==> config.mk <==
export PLATFORM = sky130hd
export DESIGN_NAME = icp_ctrl
export DESIGN_NICKNAME = d
export VERILOG_FILES = /design/src/icp_pkg.sv /design/src/icp_ctrl.sv
export VERILOG_INCLUDE_DIRS = /design/src /design/src/src
export SDC_FILE = /design/constraint.sdc
export NUM_CORES = 1
export LEC_CHECK = 0
export BUFFER_PORTS_ARGS = -buffer_cell sky130_fd_sc_hd__buf_2
export CAP_MARGIN = 20
export CORE_UTILIZATION = 49
export DETAILED_ROUTE_END_ITERATION = 7
export PLACE_DENSITY = 0.76
export SLEW_MARGIN = 20
export SYNTH_ARGS = -nofsm -noshare
export SYNTH_HDL_FRONTEND = slang
export SYNTH_SLANG_ARGS = --single-unit
==> constraint.sdc <==
create_clock -name i_clk -period 2 [get_ports i_clk]
set_input_delay 0.2 -clock i_clk [delete_from_list [all_inputs] [get_ports i_clk]]
set_output_delay 0.2 -clock i_clk [all_outputs]
set_load 0.02 [all_outputs]
==> src/assert_macros.svh <==
// Assertion macros shared by the intcode processor modules.
// No dependencies; each macro expands to one labelled concurrent assertion.
`ifndef ASSERT_MACROS_SVH
`define ASSERT_MACROS_SVH

// The consequent must hold in the same cycle as the antecedent.
`define AST_IMP(lbl, clk, rstn, ante, cons) \
    lbl: assert property (@(posedge clk) disable iff (!rstn) (ante) |-> (cons)) \
        else $error("assertion failed");

// The consequent must hold in the cycle after the antecedent.
`define AST_NXT(lbl, clk, rstn, ante, cons) \
    lbl: assert property (@(posedge clk) disable iff (!rstn) (ante) |=> (cons)) \
        else $error("assertion failed");

`endif

==> src/icp_pkg.sv <==
// Shared types, constants and decode functions for the intcode processor.
// No dependencies; used by icp_ctrl, icp_dp and intcode_processor_step.
package icp_pkg;

    localparam int MEM_WORDS_DEF   = 2048;
    localparam int QUEUE_DEPTH_DEF = 16;
    localparam int DATA_W          = 64;
    localparam int LD_ADDR_W       = 11;

    // Kind of input word.
    typedef enum logic [1:0] {
        OPER_LOAD = 2'd0,
        OPER_PUSH = 2'd1,
        OPER_EXEC = 2'd2,
        OPER_NONE = 2'd3
    } t_oper;

    // Result status codes.
    typedef enum logic [3:0] {
        ST_OK         = 4'd0,
        ST_OUTPUT     = 4'd1,
        ST_NO_INPUT   = 4'd2,
        ST_HALT       = 4'd3,
        ST_END        = 4'd4,
        ST_BAD_OPCODE = 4'd5,
        ST_BAD_MODE   = 4'd6,
        ST_QUEUE_FULL = 4'd7,
        ST_ADDR_ERR   = 4'd8
    } t_status;

    // Decoded instruction class.
    typedef enum logic [3:0] {
        OPC_ADD, OPC_MUL, OPC_IN, OPC_OUT, OPC_JT, OPC_JF,
        OPC_LT, OPC_EQ, OPC_RB, OPC_HALT, OPC_BAD
    } t_opc;

    // Memory port address selection.
    typedef enum logic [2:0] {
        MA_CLR, MA_LOAD, MA_IP, MA_SLOT, MA_AD0, MA_AD1, MA_DEST
    } t_maddr;

    // Commands from the controller to the datapath.
    typedef struct packed {
        logic    clr;
        logic    latch;
        logic    load_wr;
        logic    push;
        logic    word_load;
        logic    bcd_step;
        logic    op_store_imm;
        logic    op_store_mem;
        logic [1:0] k;
        logic    cap_x;
        logic    cap_y;
        logic    mul_step;
        logic [1:0] step;
        logic    exec;
        logic    res_load;
        t_status res_status;
        t_maddr  maddr;
    } t_dp_cmd;

    // Status from the datapath to the controller.
    typedef struct packed {
        logic  clr_done;
        t_oper oper;
        logic  ld_oob;
        logic  q_full;
        logic  q_empty;
        logic  ip_oob;
        logic  rd_neg;
        t_opc  opc;
        logic  mode_bad;
        logic  mode_imm;
        logic  slot_oob;
        logic  a_oob;
    } t_dp_stat;

    // Opcode from the tens and units digits.
    function automatic t_opc f_decode(input logic [3:0] d1, input logic [3:0] d0);
        t_opc r;
        r = OPC_BAD;
        if (d1 == 4'd0) begin
            case (d0)
                4'd1: r = OPC_ADD;
                4'd2: r = OPC_MUL;
                4'd3: r = OPC_IN;
                4'd4: r = OPC_OUT;
                4'd5: r = OPC_JT;
                4'd6: r = OPC_JF;
                4'd7: r = OPC_LT;
                4'd8: r = OPC_EQ;
                4'd9: r = OPC_RB;
                default: r = OPC_BAD;
            endcase
        end else if (d1 == 4'd9 && d0 == 4'd9) begin
            r = OPC_HALT;
        end
        return r;
    endfunction

    // Number of operands of an instruction.
    function automatic logic [1:0] f_nops(input t_opc opc);
        logic [1:0] n;
        case (opc)
            OPC_ADD, OPC_MUL, OPC_LT, OPC_EQ: n = 2'd3;
            OPC_JT, OPC_JF:                   n = 2'd2;
            OPC_IN, OPC_OUT, OPC_RB:          n = 2'd1;
            default:                          n = 2'd0;
        endcase
        return n;
    endfunction

    // True when the last operand is a destination.
    function automatic logic f_writes(input t_opc opc);
        logic w;
        case (opc)
            OPC_ADD, OPC_MUL, OPC_LT, OPC_EQ, OPC_IN: w = 1'b1;
            default:                                  w = 1'b0;
        endcase
        return w;
    endfunction

endpackage

==> src/icp_ctrl.sv <==
// Controller of the intcode processor: sequences clearing, loads, pushes
// and instruction execution. Depends on icp_pkg and assert_macros.svh.
`include "assert_macros.svh"

module icp_ctrl (
    input  logic               i_clk,
    input  logic               i_rst_n,
    input  logic               i_in_valid,
    output logic               o_in_ready,
    output logic               o_out_valid,
    input  logic               i_out_ready,
    input  icp_pkg::t_dp_stat  i_stat,
    output icp_pkg::t_dp_cmd   o_cmd
);
    import icp_pkg::*;

    typedef enum logic [13:0] {
        S_CLEAR = 14'h0001,
        S_IDLE  = 14'h0002,
        S_DISP  = 14'h0004,
        S_FETCH = 14'h0008,
        S_DEC   = 14'h0010,
        S_CHK   = 14'h0020,
        S_OPND  = 14'h0040,
        S_OPADR = 14'h0080,
        S_RDX   = 14'h0100,
        S_RDY   = 14'h0200,
        S_CAPY  = 14'h0400,
        S_MUL   = 14'h0800,
        S_EXEC  = 14'h1000,
        S_DONE  = 14'h2000
    } t_state;

    t_state     r_state, n_state;
    logic [1:0] r_k, n_k;
    logic [3:0] r_cnt, n_cnt;
    t_status    r_res, n_res;
    logic       r_out_valid, n_out_valid;
    logic       accept;
    t_dp_cmd    cmd;

    assign o_in_ready  = (r_state == S_IDLE);
    assign accept      = i_in_valid && o_in_ready;
    assign o_out_valid = r_out_valid;
    assign o_cmd       = cmd;

    // Next state and datapath commands.
    always_comb begin
        n_state        = r_state;
        n_k            = r_k;
        n_cnt          = r_cnt;
        n_res          = r_res;
        cmd            = '0;
        cmd.maddr      = MA_CLR;
        cmd.k          = r_k;
        cmd.step       = r_cnt[1:0];
        cmd.res_status = r_res;
        case (r_state)
            S_CLEAR: begin
                cmd.clr = 1'b1;
                if (i_stat.clr_done) begin
                    n_state = S_IDLE;
                end
            end
            S_IDLE: begin
                if (accept) begin
                    cmd.latch = 1'b1;
                    n_state   = S_DISP;
                end
            end
            S_DISP: begin
                n_state = S_DONE;
                n_res   = ST_OK;
                case (i_stat.oper)
                    OPER_LOAD: begin
                        if (i_stat.ld_oob) begin
                            n_res = ST_ADDR_ERR;
                        end else begin
                            cmd.maddr   = MA_LOAD;
                            cmd.load_wr = 1'b1;
                        end
                    end
                    OPER_PUSH: begin
                        if (i_stat.q_full) begin
                            n_res = ST_QUEUE_FULL;
                        end else begin
                            cmd.push = 1'b1;
                        end
                    end
                    OPER_EXEC: begin
                        if (i_stat.ip_oob) begin
                            n_res = ST_END;
                        end else begin
                            cmd.maddr = MA_IP;
                            n_state   = S_FETCH;
                        end
                    end
                    default: n_res = ST_OK;
                endcase
            end
            S_FETCH: begin
                if (i_stat.rd_neg) begin
                    n_res   = ST_BAD_OPCODE;
                    n_state = S_DONE;
                end else begin
                    cmd.word_load = 1'b1;
                    n_cnt         = '0;
                    n_state       = S_DEC;
                end
            end
            S_DEC: begin
                cmd.bcd_step = 1'b1;
                n_cnt        = r_cnt + 4'd1;
                if (r_cnt == 4'd15) begin
                    n_state = S_CHK;
                end
            end
            S_CHK: begin
                n_k = 2'd1;
                if (i_stat.opc == OPC_HALT) begin
                    n_res   = ST_HALT;
                    n_state = S_DONE;
                end else if (i_stat.opc == OPC_BAD) begin
                    n_res   = ST_BAD_OPCODE;
                    n_state = S_DONE;
                end else if (i_stat.opc == OPC_IN && i_stat.q_empty) begin
                    n_res   = ST_NO_INPUT;
                    n_state = S_DONE;
                end else begin
                    n_state = S_OPND;
                end
            end
            // Mode and slot checks, then either immediate or a slot read.
            S_OPND: begin
                if (i_stat.mode_bad) begin
                    n_res   = ST_BAD_MODE;
                    n_state = S_DONE;
                end else if (i_stat.slot_oob) begin
                    n_res   = ST_ADDR_ERR;
                    n_state = S_DONE;
                end else if (i_stat.mode_imm) begin
                    cmd.op_store_imm = 1'b1;
                    if (r_k == f_nops(i_stat.opc)) begin
                        n_state = (i_stat.opc == OPC_IN) ? S_EXEC : S_RDX;
                    end else begin
                        n_k = r_k + 2'd1;
                    end
                end else begin
                    cmd.maddr = MA_SLOT;
                    n_state   = S_OPADR;
                end
            end
            S_OPADR: begin
                if (i_stat.a_oob) begin
                    n_res   = ST_ADDR_ERR;
                    n_state = S_DONE;
                end else begin
                    cmd.op_store_mem = 1'b1;
                    if (r_k == f_nops(i_stat.opc)) begin
                        n_state = (i_stat.opc == OPC_IN) ? S_EXEC : S_RDX;
                    end else begin
                        n_k     = r_k + 2'd1;
                        n_state = S_OPND;
                    end
                end
            end
            S_RDX: begin
                cmd.maddr = MA_AD0;
                n_state   = S_RDY;
            end
            S_RDY: begin
                cmd.cap_x = 1'b1;
                cmd.maddr = MA_AD1;
                n_state   = S_CAPY;
            end
            S_CAPY: begin
                cmd.cap_y = 1'b1;
                n_cnt     = '0;
                n_state   = (i_stat.opc == OPC_MUL) ? S_MUL : S_EXEC;
            end
            S_MUL: begin
                cmd.mul_step = 1'b1;
                n_cnt        = r_cnt + 4'd1;
                if (r_cnt == 4'd3) begin
                    n_state = S_EXEC;
                end
            end
            S_EXEC: begin
                cmd.exec  = 1'b1;
                cmd.maddr = MA_DEST;
                n_res     = (i_stat.opc == OPC_OUT) ? ST_OUTPUT : ST_OK;
                n_state   = S_DONE;
            end
            S_DONE: begin
                if (!r_out_valid || i_out_ready) begin
                    cmd.res_load = 1'b1;
                    n_state      = S_IDLE;
                end
            end
            default: n_state = S_CLEAR;
        endcase
    end

    // Output word held until taken.
    always_comb begin
        n_out_valid = r_out_valid && !i_out_ready;
        if (cmd.res_load) begin
            n_out_valid = 1'b1;
        end
    end

    always_ff @(posedge i_clk) begin
        if (!i_rst_n) begin
            r_state     <= S_CLEAR;
            r_k         <= 2'd1;
            r_cnt       <= '0;
            r_res       <= ST_OK;
            r_out_valid <= 1'b0;
        end else begin
            r_state     <= n_state;
            r_k         <= n_k;
            r_cnt       <= n_cnt;
            r_res       <= n_res;
            r_out_valid <= n_out_valid;
        end
    end

    // Sequencing checks.
    `AST_IMP(a_res_slot_free, i_clk, i_rst_n, cmd.res_load, !r_out_valid || i_out_ready)
    `AST_IMP(a_k_nonzero, i_clk, i_rst_n, r_state == S_OPND || r_state == S_OPADR, r_k != 2'd0)
    `AST_NXT(a_accept_disp, i_clk, i_rst_n, accept, r_state == S_DISP)

endmodule

==> flow_summary.ini <==
[sta]
clock_skew_ns = 0.00889
hold_violations = 0
worst_slack_ns = -0.374
min_period_ns = 2.37
fin_crit_sh = 1.19
slew_violations = 0
fin_hold_ws_ns = 0.237
finalSetupViolCount = 29
slew-limit-headroom = 0.641
clock.fmax_mhz = 421
worstMarginPinSlew_ns = 0.538
rsz0062_at_grt = yes

[grt]
grt_pass1_wl_um = 12300
first_global_vias = 2583
grt_start_max_net_pins = 17
grt-ovfl-total = 0
gr-usage-all-layers = 0.373
antenna_found_initial = 0

[critical_path]
slowest_stage = or3b_4
cpPeakStageDelay_ns = 0.46
crit_path_start_kind = register
worstPathCellList = nor4_4, nand4_2, or3b_4, buf_4, nand2b_4, nand3_2, buf_6
cp.required_ns = 1.80
path_delay_family = simple AND/OR/NAND/NOR gates
rrSetupSlack_ns = -0.32
crit_arrival_ns = 2.17
worstSetupPathType = reg -> out
worstReg2RegEnd = r_res[0]$_SDFFE_PN0P_
r2r-start = r_state[3]$_SDFFE_PN0P_
worstRegToRegCells = 6
crit_end = o_cmd[1]
worstSetupStartpoint = r_state[4]$_SDFFE_PN0P_
cp.depth = 7
critPathBufInv = 2
end_kind = output pin
path_max_fanout = 3

[floorplan]
rows = 23
die_w_um = 67.0
io_pins = 46
core_sq_um = 4030
initial_core_util = 0.513
die_area_sq_um = 4480
die_h_um = 67.0

[flow_run]
drv_cap = 0

[placed_design]
place_ws_ns = -0.155
io_buffers = 45
gp_congestion = 0.951
place_hpwl_um = 5280

[clocking]
htree_levels = 1
cts.path.max_buffers = 2
cts_hold_buffers = 0
cts_buffers = 3
clk_pin_slew_ns = 0.11
clock_latency_ns = 0.28
cts_root_buf = clkbuf_8
cts.sinks = 25
cts_tree = built

[routing]
firstDrtPassIters = 7
drc_errors = 0
wirelength_um = 10600
post_drt_wl_per_cell_um = 23.8
viasPerCell = 6.76
drtIter0Drc = 380
vias = 3002
ant_nets = 0

[cells_and_area]
fin_nets = 416
drive_above_1_share = 0.563
fillers = 186
insertedDiodeCount = 0
syn_to_final_growth_pct = 73.3

[pwr]
pwr-share-seq = 0.272
comb_power_share = 0.560
ir_drop_mv = 0.334
pwr_density_cell_nw_per_um2 = 569
clkPwrFrac = 0.168
p_leak_uw = 0.00159
p_int_uw = 1200
power_switching_share = 0.413
p_switching_uw = 841

[status]
status = finished with violations
violations = negative setup slack

[worst_hold_path]
holdCritPathClass = in -> reg
hold_depth = 4

[synth]
syn_nets = 288
syn_area_sq_um = 2070
syn_avg_cell_area_sq_um = 7.75
netlist_instances = 267
synthArstFlopShare = 0
yosysSeqAreaShare = 0.242
yosysWarningCount = 0
synth_edf_count = 0
ys_seq_elements = 25
synth_cell_types = 59
synth_ff_type = dfxtp_1
## sequential cells by signal (all words and copies together), names as in the netlist
signal,cells
o_out_valid,1
r_cnt,4
r_k,2
r_res,4
r_state,14
## worst min path at each step
stage                                startpoint                       end  slack (ns)
after floorplan                       i_stat[6]  r_state[12]$_SDFFE_PN0P_        0.40
after global placement    r_res[0]$_SDFFE_PN0P_     r_res[0]$_SDFFE_PN0P_        0.49
after detailed placement  r_res[0]$_SDFFE_PN0P_     r_res[0]$_SDFFE_PN0P_        0.48
after CTS                             i_stat[2]   r_state[7]$_SDFFE_PN0P_        0.22
after global routing                  i_stat[2]   r_state[7]$_SDFFE_PN0P_        0.25
final                                 i_stat[2]   r_state[7]$_SDFFE_PN0P_        0.24
## cells in the mapped netlist, types with 4 or more instances
master	count	area [sq um]
a21oi_1	11	55.1
and2_1	6	37.5
and3_1	8	50.1
buf_2	5	25.0
buf_6	4	45.0
clkbuf_1	4	15.0
dfxtp_1	25	500
inv_1	15	56.3
nand2_1	8	30.0
nand2b_1	9	56.3
nand3_1	15	75.1
nand4_1	12	75.1
nor2_1	35	131
nor2b_1	4	25.0
nor3_1	8	40.0
nor3b_1	4	30.0
nor4b_1	7	61.3
o211ai_1	5	37.5
o21ai_0	11	55.1
xor2_1	5	43.8
## power groups by stage
| stage | registers, uW | clock network (uW) | logic (uW) |
|---|---|---|---|
| 6_report | 555 | 342 | 1140 |
| 5_1_grt | 553 | 360 | 1180 |
| 4_1_cts | 540 | 341 | 820 |
| 3_5_place_dp | 560 | 0 | 700 |
| 3_3_place_gp | 555 | 0 | 684 |
| 2_1_floorplan | 559 | 0 | 430 |
## kinds of logic (layout without fill, tap and decap cells)
family | count (synthesis) | after routing | synth area share
AOI/OAI and AO/OA | 56 | 56 | 0.195
xor gates and xnor gates | 8 | 8 | 0.0339
adders and majority gates | 1 | 1 | 0.00605
buffers and inverters | 31 | 158 | 0.0792
DFF | 25 | 25 | 0.242
muxes | 1 | 1 | 0.00484
and+or+nand+nor | 145 | 145 | 0.439
## tightest hold or removal path, cell delays in order
cell and delay (ns):
buf_2 0.09, inv_1 0.05, nand3_1 0.11, nor2_1 0.05
## stage by stage
stage / cells / TNS [ns] / area [sq um] / total power, uW / utilization
global placement: 400 / -0.472 / 2690 / 1240 / 0.667
global route: 444 / -6.19 / 3580 / 2100 / 0.889
CTS: 417 / -0.842 / 3060 / 1700 / 0.760
floorplan: 267 / -0.384 / 2100 / 989 / -
detailed placement: 400 / -0.892 / 2690 / 1260 / 0.667
finish: 444 / -4.61 / 3580 / 2040 / 0.889
## routing by layer
layer / up-vias / part of all wire / track usage
met2: 260 / 0.45 / 0.649
met1: 1399 / 0.34 / 0.428
met4: 0 / 0.093 / 0.205
li1: 1244 / - / -
met5: - / 0 / 0
met3: 99 / 0.11 / 0.0634
## final cells by class
class,instances,area [sq um],area share
Clock buffer,3,41.3,0.0115
Inverter,15,61.3,0.0171
Tap cell,50,62.6,0.0175
Sequential cell,25,536,0.149
Clock inverter,1,8.76,0.00244
Multi-Input combinational cell,211,1790,0.498
Timing Repair Buffer,139,1090,0.304
## layout by cell type, fill, tap and decap left out, types with 4 or more instances in the layout
| cell | Yosys | routed |
|---|---|---|
| nand4_1 | 12 | 12 |
| and3_1 | 8 | 4 |
| nor2b_1 | 4 | 4 |
| nand3_1 | 15 | 9 |
| buf_2 | 5 | 32 |
| nor4_4 | 3 | 5 |
| buf_6 | 4 | 28 |
| xor2_1 | 5 | 5 |
| and2_1 | 6 | 4 |
| nand3_2 | 0 | 4 |
| a21oi_1 | 11 | 9 |
| nand2b_4 | 1 | 4 |
| nand2_1 | 8 | 6 |
| nor4b_4 | 0 | 4 |
| buf_4 | 3 | 77 |
| o21ai_0 | 11 | 9 |
| inv_1 | 15 | 11 |
| dfxtp_1 | 25 | 13 |
| o211ai_1 | 5 | 5 |
| nand2b_1 | 9 | 6 |
| nor3_1 | 8 | 5 |
| nor2_1 | 35 | 32 |
| dfxtp_2 | 0 | 4 |
| dfxtp_4 | 0 | 8 |
## repair_timing
action / in CTS / in global routing
endpoints found under the setup margin: 28 / 31
setup buffers: 15 / 31
endpoints found under the hold margin: 0 / 0
resized for setup: 64 / 71
pin swaps: 22 / 40
(Power assumes the default switching activity.)
